**src/rtl/assert_macros.svh**
```systemverilog
// Assertion helpers used by the RTL top level
`ifndef ASSERT_MACROS_SVH
`define ASSERT_MACROS_SVH

// Clocked check, switched off while reset is applied
`define ULVC_ASSERT(lbl, prop, msg) \
  lbl: assert property (@(posedge clk_i) disable iff (!rst_ni) (prop)) else $error(msg);

// Clocked check that also holds during reset
`define ULVC_ASSERT_ALWAYS(lbl, prop, msg) \
  lbl: assert property (@(posedge clk_i) (prop)) else $error(msg);

`endif

```
**src/rtl/ulvc_pkg.sv**
```systemverilog
package ulvc_pkg;

  // Width of the internal valid-line counter; the result field holds its low 32 bits
  localparam int unsigned COUNT_WIDTH = 32;
  localparam int unsigned RES_COUNT_W = 32;

  localparam int unsigned IN_TDATA_W  = 8;
  // line_valid (1) + valid_line_count (32), padded to whole bytes
  localparam int unsigned OUT_TDATA_W = 40;

  localparam logic [COUNT_WIDTH-1:0] COUNT_MAX = '1;

  // Byte codes
  localparam logic [7:0] BYTE_NL     = 8'h0A;
  localparam logic [7:0] LEAD2_LO    = 8'hC2;
  localparam logic [7:0] LEAD2_HI    = 8'hDF;
  localparam logic [7:0] LEAD3_LO    = 8'hE0;
  localparam logic [7:0] LEAD3_HI    = 8'hEF;
  localparam logic [7:0] LEAD3_SURR  = 8'hED;
  localparam logic [7:0] LEAD4_LO    = 8'hF0;
  localparam logic [7:0] LEAD4_HI    = 8'hF4;
  localparam logic [7:0] CONT_A0     = 8'hA0;
  localparam logic [7:0] CONT_9F     = 8'h9F;
  localparam logic [7:0] CONT_90     = 8'h90;
  localparam logic [7:0] CONT_8F     = 8'h8F;
  localparam logic [7:0] CONT_MASK   = 8'hC0;
  localparam logic [7:0] CONT_TAG    = 8'h80;

  // Allowed range of the next continuation byte
  typedef enum logic [2:0] {
    KIND_ANY = 3'd0,  // 80-BF
    KIND_E0  = 3'd1,  // A0-BF
    KIND_ED  = 3'd2,  // 80-9F
    KIND_F0  = 3'd3,  // 90-BF
    KIND_F4  = 3'd4   // 80-8F
  } kind_e;

  typedef struct packed {
    logic       final_byte;
    logic [7:0] text_byte;
  } in_word_t;

  typedef struct packed {
    logic                   input_done;
    logic [RES_COUNT_W-1:0] valid_line_count;
    logic                   line_valid;
  } res_word_t;

  // Checker state made visible to the top level
  typedef struct packed {
    logic [1:0] pending;
    kind_e      kind;
    logic       broken;
    logic       count_zero;
  } chk_status_t;

  function automatic logic cont_ok(input logic [7:0] b, input kind_e kind);
    logic ok;
    unique case (kind)
      KIND_E0: ok = (b >= CONT_A0) && ((b & CONT_MASK) == CONT_TAG);
      KIND_ED: ok = (b >= CONT_TAG) && (b <= CONT_9F);
      KIND_F0: ok = (b >= CONT_90) && ((b & CONT_MASK) == CONT_TAG);
      KIND_F4: ok = (b >= CONT_TAG) && (b <= CONT_8F);
      default: ok = ((b & CONT_MASK) == CONT_TAG);
    endcase
    return ok;
  endfunction

endpackage

```
**src/rtl/ulvc_in_stage.sv**
```systemverilog
module ulvc_in_stage
  import ulvc_pkg::*;
(
  input  logic                  clk_i,
  input  logic                  rst_ni,
  input  logic                  s_axis_tvalid,
  output logic                  s_axis_tready,
  input  logic [IN_TDATA_W-1:0] s_axis_tdata,   // [7:0] text_byte
  input  logic                  s_axis_tlast,   // final_byte
  input  logic                  take_i,
  output logic                  valid_o,
  output in_word_t              word_o
);

  logic     valid_q, valid_d;
  in_word_t word_q;

  // Register may refill in the same cycle the checker takes its word
  assign s_axis_tready = !valid_q || take_i;

  always_comb begin
    valid_d = valid_q;
    if (s_axis_tready) begin
      valid_d = s_axis_tvalid;
    end
  end

  always_ff @(posedge clk_i or negedge rst_ni) begin
    if (!rst_ni) begin
      valid_q <= 1'b0;
    end else begin
      valid_q <= valid_d;
    end
  end

  // Payload, no reset
  always_ff @(posedge clk_i) begin
    if (s_axis_tready && s_axis_tvalid) begin
      word_q.text_byte  <= s_axis_tdata;
      word_q.final_byte <= s_axis_tlast;
    end
  end

  assign valid_o = valid_q;
  assign word_o  = word_q;

endmodule

```
**src/rtl/ulvc_line_check.sv**
```systemverilog
module ulvc_line_check
  import ulvc_pkg::*;
(
  input  logic        clk_i,
  input  logic        rst_ni,
  input  logic        valid_i,
  input  in_word_t    word_i,
  input  logic        out_free_i,
  output logic        take_o,
  output logic        load_o,
  output res_word_t   res_o,
  output chk_status_t status_o
);

  logic [1:0]             pending_q, pending_d;
  kind_e                  kind_q, kind_d;
  logic                   broken_q, broken_d;
  logic [COUNT_WIDTH-1:0] count_q, count_d;

  logic [1:0]             pend_n;
  kind_e                  kind_n;
  logic                   broken_n;
  logic                   is_nl, emit, line_ok;
  logic [COUNT_WIDTH-1:0] count_n;
  logic [7:0]             b;

  assign b     = word_i.text_byte;
  assign is_nl = (b == BYTE_NL);
  assign emit  = is_nl || word_i.final_byte;

  // A word with a result waits for room in the output register
  assign take_o = valid_i && (!emit || out_free_i);
  assign load_o = take_o && emit;

  // Decode of one byte against the line state
  always_comb begin
    pend_n   = pending_q;
    kind_n   = kind_q;
    broken_n = broken_q;
    if (!is_nl && !broken_q) begin
      if (pending_q != 2'd0) begin
        if (!cont_ok(b, kind_q)) begin
          broken_n = 1'b1;
        end
        pend_n = pending_q - 2'd1;
        kind_n = KIND_ANY;
      end else begin
        priority if (!b[7]) begin
          pend_n = pending_q;
        end else if (b >= LEAD2_LO && b <= LEAD2_HI) begin
          pend_n = 2'd1;
          kind_n = KIND_ANY;
        end else if (b >= LEAD3_LO && b <= LEAD3_HI) begin
          pend_n = 2'd2;
          kind_n = (b == LEAD3_LO) ? KIND_E0 : (b == LEAD3_SURR) ? KIND_ED : KIND_ANY;
        end else if (b >= LEAD4_LO && b <= LEAD4_HI) begin
          pend_n = 2'd3;
          kind_n = (b == LEAD4_LO) ? KIND_F0 : (b == LEAD4_HI) ? KIND_F4 : KIND_ANY;
        end else begin
          broken_n = 1'b1;
        end
      end
    end
  end

  // Line verdict and saturating count
  always_comb begin
    line_ok = !broken_n && (pend_n == 2'd0);
    count_n = count_q;
    if (line_ok && (count_q != COUNT_MAX)) begin
      count_n = count_q + COUNT_WIDTH'(1);
    end
  end

  assign res_o.line_valid       = line_ok;
  assign res_o.valid_line_count = RES_COUNT_W'(count_n);
  assign res_o.input_done       = word_i.final_byte;

  // Next state
  always_comb begin
    pending_d = pending_q;
    kind_d    = kind_q;
    broken_d  = broken_q;
    count_d   = count_q;
    if (take_o) begin
      if (emit) begin
        pending_d = 2'd0;
        kind_d    = KIND_ANY;
        broken_d  = 1'b0;
        count_d   = word_i.final_byte ? '0 : count_n;
      end else begin
        pending_d = pend_n;
        kind_d    = kind_n;
        broken_d  = broken_n;
      end
    end
  end

  always_ff @(posedge clk_i or negedge rst_ni) begin
    if (!rst_ni) begin
      pending_q <= 2'd0;
      kind_q    <= KIND_ANY;
      broken_q  <= 1'b0;
      count_q   <= '0;
    end else begin
      pending_q <= pending_d;
      kind_q    <= kind_d;
      broken_q  <= broken_d;
      count_q   <= count_d;
    end
  end

  assign status_o.pending    = pending_q;
  assign status_o.kind       = kind_q;
  assign status_o.broken     = broken_q;
  assign status_o.count_zero = (count_q == '0);

endmodule

```
**src/rtl/ulvc_out_stage.sv**
```systemverilog
module ulvc_out_stage
  import ulvc_pkg::*;
(
  input  logic                   clk_i,
  input  logic                   rst_ni,
  input  logic                   load_i,
  input  res_word_t              res_i,
  output logic                   free_o,
  output logic                   m_axis_tvalid,
  input  logic                   m_axis_tready,
  output logic [OUT_TDATA_W-1:0] m_axis_tdata,  // [0] line_valid, [32:1] valid_line_count
  output logic                   m_axis_tlast   // input_done
);

  logic      valid_q, valid_d;
  res_word_t res_q;

  // Free when empty or when the held word leaves this cycle
  assign free_o = !valid_q || m_axis_tready;

  always_comb begin
    valid_d = valid_q;
    if (load_i) begin
      valid_d = 1'b1;
    end else if (m_axis_tready) begin
      valid_d = 1'b0;
    end
  end

  always_ff @(posedge clk_i or negedge rst_ni) begin
    if (!rst_ni) begin
      valid_q <= 1'b0;
    end else begin
      valid_q <= valid_d;
    end
  end

  // Result payload, no reset
  always_ff @(posedge clk_i) begin
    if (load_i) begin
      res_q <= res_i;
    end
  end

  assign m_axis_tvalid = valid_q;
  assign m_axis_tdata  = OUT_TDATA_W'({res_q.valid_line_count, res_q.line_valid});
  assign m_axis_tlast  = res_q.input_done;

endmodule

```
**src/rtl/utf8_line_validity_counter.sv**
```systemverilog
// Channel  Dir  tdata                                  tlast        tuser
// s_axis   in   [7:0] text_byte                        final_byte   -
// m_axis   out  [0] line_valid, [32:1] valid_line_cnt  input_done   -
//
// One byte per clock while m_axis is not stalled; a line result is presented on
// m_axis once its closing byte has passed the input register, then the result register.
// rst_ni is asynchronous, active low; it clears line state, the count and
// both valid flags. A stalled m_axis holds back only bytes that close a line;
// other bytes keep flowing while a result waits.
`include "assert_macros.svh"

module utf8_line_validity_counter
  import ulvc_pkg::*;
(
  input  logic                   clk_i,
  input  logic                   rst_ni,
  input  logic                   s_axis_tvalid,
  output logic                   s_axis_tready,
  input  logic [IN_TDATA_W-1:0]  s_axis_tdata,   // [7:0] text_byte
  input  logic                   s_axis_tlast,   // final_byte
  output logic                   m_axis_tvalid,
  input  logic                   m_axis_tready,
  output logic [OUT_TDATA_W-1:0] m_axis_tdata,   // [0] line_valid, [32:1] valid_line_count
  output logic                   m_axis_tlast    // input_done
);

  logic        in_valid, take, load, out_free;
  in_word_t    in_word;
  res_word_t   res;
  chk_status_t status;

  ulvc_in_stage u_in_stage (
    .clk_i         (clk_i),
    .rst_ni        (rst_ni),
    .s_axis_tvalid (s_axis_tvalid),
    .s_axis_tready (s_axis_tready),
    .s_axis_tdata  (s_axis_tdata),
    .s_axis_tlast  (s_axis_tlast),
    .take_i        (take),
    .valid_o       (in_valid),
    .word_o        (in_word)
  );

  ulvc_line_check u_line_check (
    .clk_i      (clk_i),
    .rst_ni     (rst_ni),
    .valid_i    (in_valid),
    .word_i     (in_word),
    .out_free_i (out_free),
    .take_o     (take),
    .load_o     (load),
    .res_o      (res),
    .status_o   (status)
  );

  ulvc_out_stage u_out_stage (
    .clk_i         (clk_i),
    .rst_ni        (rst_ni),
    .load_i        (load),
    .res_i         (res),
    .free_o        (out_free),
    .m_axis_tvalid (m_axis_tvalid),
    .m_axis_tready (m_axis_tready),
    .m_axis_tdata  (m_axis_tdata),
    .m_axis_tlast  (m_axis_tlast)
  );

  // A narrowed second-byte range only follows a three- or four-byte lead
  `ULVC_ASSERT(a_kind_needs_pending,
               (status.kind != KIND_ANY) |-> (status.pending >= 2'd2),
               "narrowed range without pending continuations")
  // A result is never written over one still waiting
  `ULVC_ASSERT(a_no_overwrite, load |-> (!m_axis_tvalid || m_axis_tready),
               "result register overwritten")
  // The end of the input restarts the count and the line state
  `ULVC_ASSERT(a_final_clears,
               (load && res.input_done) |=>
                 (status.count_zero && !status.broken && (status.pending == 2'd0)),
               "state not cleared after final byte")
  // A word that reaches the result register came from the input register
  `ULVC_ASSERT_ALWAYS(a_load_has_word, load |-> in_valid,
                      "result loaded without an input word")

endmodule

```
**config.mk**
```make
export PLATFORM = sky130hd
export DESIGN_NAME = utf8_line_validity_counter
export DESIGN_NICKNAME = d
export VERILOG_FILES = /design/src/rtl/ulvc_pkg.sv /design/src/rtl/ulvc_in_stage.sv /design/src/rtl/ulvc_line_check.sv /design/src/rtl/ulvc_out_stage.sv /design/src/rtl/utf8_line_validity_counter.sv
export VERILOG_INCLUDE_DIRS = /design/src /design/src/rtl
export SDC_FILE = /design/constraint.sdc
export NUM_CORES = 1
export LEC_CHECK = 0
export BUFFER_PORTS_ARGS = -buffer_cell sky130_fd_sc_hd__buf_2
export CAP_MARGIN = 20
export CORE_MARGIN = 1
export CORE_UTILIZATION = 58
export DETAILED_ROUTE_END_ITERATION = 10
export PLACE_DENSITY = 0.8
export SLEW_MARGIN = 15
export SYNTH_ARGS = -nofsm -noshare
export SYNTH_HDL_FRONTEND = slang
export SYNTH_SLANG_ARGS = --single-unit
export TNS_END_PERCENT = 20
```
**constraint.sdc**
```tcl
create_clock -name clk_i -period 4.05 [get_ports clk_i]
set_clock_uncertainty 0.2 [all_clocks]
set_input_delay 0.405 -clock clk_i [delete_from_list [all_inputs] [get_ports clk_i]]
set_output_delay 0.405 -clock clk_i [all_outputs]
set_load 0.01 [all_outputs]
```
== Word level (Yosys, flattened, before mapping) ==
Index checks and enable logic that the tools add are counted.

* Register bits after elaboration: 83
* Input port bits: 13
* Output and inout bits: 43
* Logic and storage cells: 99

* $add $sub $neg: 2
* $lt $le $gt $ge: 11
* Equal/unequal tests: 11
* Muxes and demuxes: 33
* Reductions and logical operators: 31

{| class="wikitable"
|+ Operators with widths
! operator !! count
|-
| 32-bit two-way mux || 2
|-
| 8-bit >= comparator, second input constant || 6
|-
| 8-bit <= comparator, second input constant || 5
|-
| 32-bit by 1-bit adder with 32-bit output, second input constant || 1
|-
| 8-bit == test, second input constant || 4
|-
| 32-bit != test, second input constant || 1
|-
| 3-bit two-way mux || 10
|-
| 2-bit two-way mux || 8
|-
| 1-bit logical AND || 13
|-
| 1-bit two-way mux || 12
|-
| 8-bit by 4-bit == test with 1-bit output, second input constant || 1
|-
| 3-bit by 2-bit == test with 1-bit output, second input constant || 2
|-
| 1-bit zero test || 6
|-
| 2-bit nonzero test || 3
|-
| 5-bit nonzero test || 1
|-
| 1-bit logical OR || 4
|-
| 1-bit one-hot mux with 4 select lines || 1
|-
| 4-bit AND reduction || 1
|-
| 3-bit by 1-bit == test with 1-bit output, second input constant || 1
|-
| 3-bit == test, second input constant || 1
|-
| 3-bit nonzero test || 1
|-
| 2-bit == test, second input constant || 1
|-
| 2-bit zero test || 1
|-
| 2-bit AND reduction || 1
|-
| 2-bit by 1-bit subtractor with 2-bit output, second input constant || 1
|}

== Longest topological paths before layout ==
* Depth after elaboration: 13
* Depth in mapped cells: 10
* Mapped depth without buffers: 8

== Cells and area by module ==
Synthesis repeated with hierarchy kept, for this count alone.

* Cells, all modules: 449
* Area total of the unflattened synthesis: 4560.6 um^2

{| class="wikitable"
|+ Modules (own cells, without submodules)
! module !! times used !! cells each !! area each (um^2) !! sequential area each (um^2)
|-
| ulvc_line_check || 1 || 391 || 3111.7 || 950.9
|-
| ulvc_out_stage || 1 || 45 || 1124.8 || 1046.0
|-
| ulvc_in_stage || 1 || 13 || 324.1 || 295.3
|}

== Worst setup path before layout ==
Ideal clock, no wire load.

* Path kind: reg-to-reg
* From: register u_in_stage.word_q, in the netlist u_in_stage.word_o[2]
* To: register u_line_check.count_q[24]
* Setup time: 0.121 ns
* Arrival: 2.601 ns
* Required time: 3.729 ns
* Setup slack: 1.128 ns
* Cell stages (with the launch flop): 10
* Buffers on the path: 2
* Period minus slack after synthesis: 2.922 ns
* Path through: edfxtp_1 nor4_1 nand4_1 and2_1 or2_2 clkbuf_1 inv_1 buf_2 nand2_1 o22a_1

* Longest elaborated chain between the ends: 13

{| class="wikitable"
|+ RTL lines
! element !! RTL line !! RTL
|-
| start, declared || ulvc_in_stage.sv:16 || <nowiki>in_word_t word_q;</nowiki>
|-
| 8-bit >= comparator, or another cell as far along || ulvc_pkg.sv:61, ulvc_pkg.sv:63 ||
|-
| 1-bit logical AND (on tied branches) || - ||
|-
| 1-bit one-hot mux with 4 select lines, or another cell as far along || ulvc_pkg.sv:59 || <nowiki>unique case (kind)</nowiki>
|-
| 1-bit two-way mux, or another cell as far along || ulvc_line_check.sv:41 || <nowiki>if (pending_q != 2'd0) begin</nowiki>
|-
| 1-bit two-way mux, or another cell as far along || ulvc_line_check.sv:40 || <nowiki>if (!is_nl && !broken_q) begin</nowiki>
|-
| 1-bit two-way mux, or another cell as far along || ulvc_line_check.sv:42 || <nowiki>if (!cont_ok(b, kind_q)) begin</nowiki>
|-
| 1-bit two-way mux / 2-bit two-way mux (equally long branches) || ulvc_line_check.sv:41 ||
|-
| 1-bit two-way mux / 2-bit two-way mux (equally long branches) || ulvc_line_check.sv:40 ||
|-
| 1-bit zero test / 2-bit zero test (equally long branches) || ulvc_line_check.sv:68 || <nowiki>line_ok = !broken_n && (pend_n == 2'd0);</nowiki>
|-
| 1-bit logical AND || ulvc_line_check.sv:68 ||
|-
| 1-bit logical AND || ulvc_line_check.sv:70 || <nowiki>if (line_ok && (count_q != COUNT_MAX)) begin</nowiki>
|-
| 32-bit two-way mux || ulvc_line_check.sv:70 ||
|-
| 32-bit two-way mux || ulvc_line_check.sv:90 || <nowiki>count_d = word_i.final_byte ? '0 : count_n;</nowiki>
|-
| end signal, assigned || ulvc_line_check.sv:109 || <nowiki>count_q <= count_d;</nowiki>
|-
| end, declared || ulvc_line_check.sv:18 || <nowiki>logic [COUNT_WIDTH-1:0] count_q, count_d;</nowiki>
|}

Several ways; a longest one is shown, not always the timed one. The select of a mux whose other input is x is not followed.
A chain may end at the register's enable or synchronous reset.

== Final worst setup path ==
* From: register u_in_stage.word_q, in the netlist u_in_stage.word_o[7]
* To: register u_line_check.count_q[19]

* Longest elaborated chain between the ends: 13

{| class="wikitable"
|+ RTL lines
! element !! RTL line
|-
| 8-bit >= comparator, or another cell as far along || ulvc_pkg.sv:61, ulvc_pkg.sv:63
|-
| 1-bit logical AND (on tied branches) || -
|-
| 1-bit one-hot mux with 4 select lines, or another cell as far along || ulvc_pkg.sv:59
|-
| 1-bit two-way mux, or another cell as far along || ulvc_line_check.sv:41
|-
| 1-bit two-way mux, or another cell as far along || ulvc_line_check.sv:40
|-
| 1-bit two-way mux, or another cell as far along || ulvc_line_check.sv:42
|-
| 1-bit two-way mux / 2-bit two-way mux (equally long branches) || ulvc_line_check.sv:41
|-
| 1-bit two-way mux / 2-bit two-way mux (equally long branches) || ulvc_line_check.sv:40
|-
| 1-bit zero test / 2-bit zero test (equally long branches) || ulvc_line_check.sv:68
|-
| 1-bit logical AND || ulvc_line_check.sv:68
|-
| 1-bit logical AND || ulvc_line_check.sv:70
|-
| 32-bit two-way mux || ulvc_line_check.sv:70
|-
| 32-bit two-way mux || ulvc_line_check.sv:90
|}

Several ways; a longest one is shown, not always the timed one. The select of a mux whose other input is x is not followed.

==> results.cfg <==
[run_status]
status = complete, no violations

[clocking]
path_clk_slew_ns = 0.09
clock_sinks = 83
cts_tree = done
cts_setup_buffers = 0
clockBufferDepth = 2
numCtsBuffers = 9
cts_root_buf = clkbuf_8
clkLatencyLatePin_ns = 0.35
h-tree-depth = 3
cts_repair_resize_count = 0

[die]
die-area_um2 = 7840
core_area_um2 = 7250
ios = 56
fp.dieH_um = 88.5
row_count = 31
start_util_pct = 59.9
die_x_um = 88.5

[place]
dp_hpwl_um = 6150
place_area_um2 = 4640
place_congestion = 0.881
portBuffers = 48

[cells_and_area]
fill_cells = 564
seq_area_um2 = 2290
final_area_um2 = 4950
drive_above_1_share_pct = 18.5
nets = 473
area_delta_synth_final_pct = 13.9
diodes = 0
multiInputGateArea_um2 = 1890

[worst_setup_path]
path_class = reg2reg
cpPeakStageDelay_ns = 0.66
r2r_slack_ns = 0.78
reg2reg_to = u_line_check.count_q[19]$_DFFE_PN0P_
crit_fanout = 19
reg2reg_depth = 8
cp-endpoint = u_line_check.count_q[19]$_DFFE_PN0P_
start_kind = flip-flop
path_buf_inv = 1
crit_arrival_ns = 3.30
r2r-start = u_in_stage.word_o[7]$_DFFE_PP_
critPathTopFamily = simple AND/OR/NAND/NOR gates
worstPathRequired_ns = 4.08
slowest_stage = and3_1
end_kind = flip-flop
critical_path.startpoint = u_in_stage.word_o[7]$_DFFE_PP_
worstPathCellList = nor4_1 > nand4_1 > a21oi_1 > o21a_1 > and3_1 > buf_4 > nand3_1 > o311ai_0
path_depth = 8

[routing]
drt-total-wl_um = 9160
via_count = 3436
wl_per_cell_um = 16.3
post-route-drc-count = 0
drtPass1Iterations = 5
drtIter0Drc = 284
viasPerCell = 6.10
detail-route-antenna-nets = 0

[global_routing]
antenna_found_initial = 0
grt_pass1_wl_um = 15100
grt_usage_pct = 25.3
grt_pass1_vias = 3069
grt_overflow_total = 0
grt_max_degree = 41

[power]
power_leakage_nw = 1.90
p_per_area_nw_per_um2 = 433
ir_drop_mv = 0.344

[synthesis]
synth_edf_count = 43
yosysTopAreaCell = edfxtp_1
ys_types = 63
syn_area_um2 = 4340
yosys.area.top_type_share_pct = 29.7
synth_cells = 411
yosys-top-cells-area = edfxtp_1 30%, dfrtp_1 23%, nand2_1 4.5%
synth-main-ff-cell = edfxtp_1
synthesis.yosys.warnings = 0
synth-async-reset-ratio_pct = 48.2
ys_seq_area_share_pct = 52.8
ys_ff_latch = 83
syn_avg_cell_area_um2 = 10.6

[sta]
setup_viol = 0
max_freq_ghz = 0.306
slew_viol_final = 0
slew_headroom_pct = 45.2
rsz0062_at_grt = false
setup_tns_ns = 0
worst_pin_slew_ns = 0.821
period_needed_ns = 3.27
finalCritPeriodShare_pct = 80.8
hold_violations = 0

[worst_hold_path]
hold_path.class = in2reg

[job]
drv_cap = 0
## logic make-up (layout without fill, tap and decap cells)
family | count (synthesis) | in the layout | share of synthesized area (%)
DFF | 83 | 83 | 52.8
muxes | 4 | 4 | 0.951
AOI/OAI and AO/OA | 92 | 92 | 15.5
xor gates and xnor gates | 32 | 32 | 6.46
and+or+nand+nor | 164 | 164 | 19.8
adders and majority gates | 1 | 1 | 0.288
other | 1 | 7 | 0.0864
buffers and inverters | 34 | 81 | 4.15
## worst reg2reg max path, cell delays in order (launching register included)
cell      delay (ns)
edfxtp_1        0.49
nor4_1          0.42
nand4_1         0.22
a21oi_1         0.20
o21a_1          0.22
and3_1          0.66
buf_4           0.28
nand3_1         0.12
o311ai_0        0.35
## routing by layer
| layer | part of all wire (%) | routed length (µm) | GRT usage (%) |
|---|---|---|---|
| met1 | 46 | 4190 | 36.4 |
| met2 | 48 | 4350 | 40.0 |
| met3 | 5.4 | 495 | 3.26 |
| met4 | 1.2 | 114 | 8.21 |
| met5 | 0 | 0 | 0 |
## area by class of cell
cell class,count,area share [%]
inverter,5,0.379
sequential,83,46.3
timing repair buffer,60,6.98
tap,99,2.50
clock buffer,10,2.78
multi-input combinational,300,38.2
clock inverter,6,2.76
## registers in the layout (all words and copies together) (netlist names)
name	flops
u_line_check.pending_q	2
u_out_stage.m_axis_tvalid	1
u_in_stage.valid_o	1
u_out_stage.m_axis_tlast	1
u_line_check.broken_q	1
u_in_stage.word_o	9
u_line_check.kind_q	3
u_line_check.count_q	32
u_out_stage.m_axis_tdata	33
## cell usage in the layout (no fill, tap or decap), types with 7 or more instances in the layout
cell type | Yosys | routed
o31ai_1 | 7 | 7
conb_1 | 1 | 7
xnor2_1 | 22 | 22
nor3_1 | 16 | 16
o21ai_0 | 18 | 18
nand2_1 | 52 | 52
edfxtp_1 | 43 | 43
o311ai_0 | 7 | 7
nor2_1 | 19 | 19
nand3_1 | 26 | 26
o211ai_1 | 7 | 7
buf_4 | 8 | 10
buf_2 | 5 | 48
a31oi_1 | 8 | 8
xor2_1 | 10 | 10
clkbuf_8 | 0 | 10
dfrtp_1 | 40 | 40
and3_1 | 7 | 7
## cells in the mapped netlist (8+ instances only)
master    instances
nor3_1           16
nand3_1          26
buf_4             8
clkbuf_1         12
o21ai_0          18
dfrtp_1          40
nand2_1          52
xnor2_1          22
xor2_1           10
edfxtp_1         43
a31oi_1           8
nor2_1           19
## how the worst min path moves through the flow
stage                                         start                              endpoint  slack (ns)  cells after the start
2_1_floorplan                                rst_ni        u_in_stage.valid_o$_DFFE_PN0N_       -0.09                      0
3_5_place_dp   u_line_check.count_q[17]$_DFFE_PN0P_  u_line_check.count_q[17]$_DFFE_PN0P_        0.32                      1
4_1_cts                             s_axis_tdata[6]        u_in_stage.word_o[6]$_DFFE_PP_        0.02                      1
3_3_place_gp   u_line_check.count_q[17]$_DFFE_PN0P_  u_line_check.count_q[17]$_DFFE_PN0P_        0.32                      1
6_report                            s_axis_tdata[6]        u_in_stage.word_o[6]$_DFFE_PP_        0.03                      1
5_1_grt                             s_axis_tdata[6]        u_in_stage.word_o[6]$_DFFE_PP_        0.02                      1
## power breakdown
part / total (W) / internal (W) / leakage (nW) / switching, W
logic: 0.000311 / 0.000118 / 0.870 / 0.000194
clock network: 0.000785 / 0.000490 / 0.133 / 0.000295
registers: 0.00104 / 0.000969 / 0.900 / 0.0000750
total: 0.00214 / 0.00158 / 1.90 / 0.000563
## timing repair
item,CTS,global route
setup endpoints to repair,0,0
hold buffers,0,1
hold endpoints to repair,0,10
## per-stage QoR
step           power, W  utilization, %  setup WS [ns]  hold slack [ns]  instances
6_report        0.00214            68.2          0.778           0.0329        563
3_5_place_dp    0.00137            64.0          0.820            0.322        545
5_1_grt         0.00223            68.2          0.549           0.0189        563
4_1_cts         0.00215            67.8          0.802           0.0194        561
2_1_floorplan   0.00128               -           1.13          -0.0906        417
3_3_place_gp    0.00136            64.0          0.903            0.315        545
No activity file was read; power rests on OpenSTA's default activity.
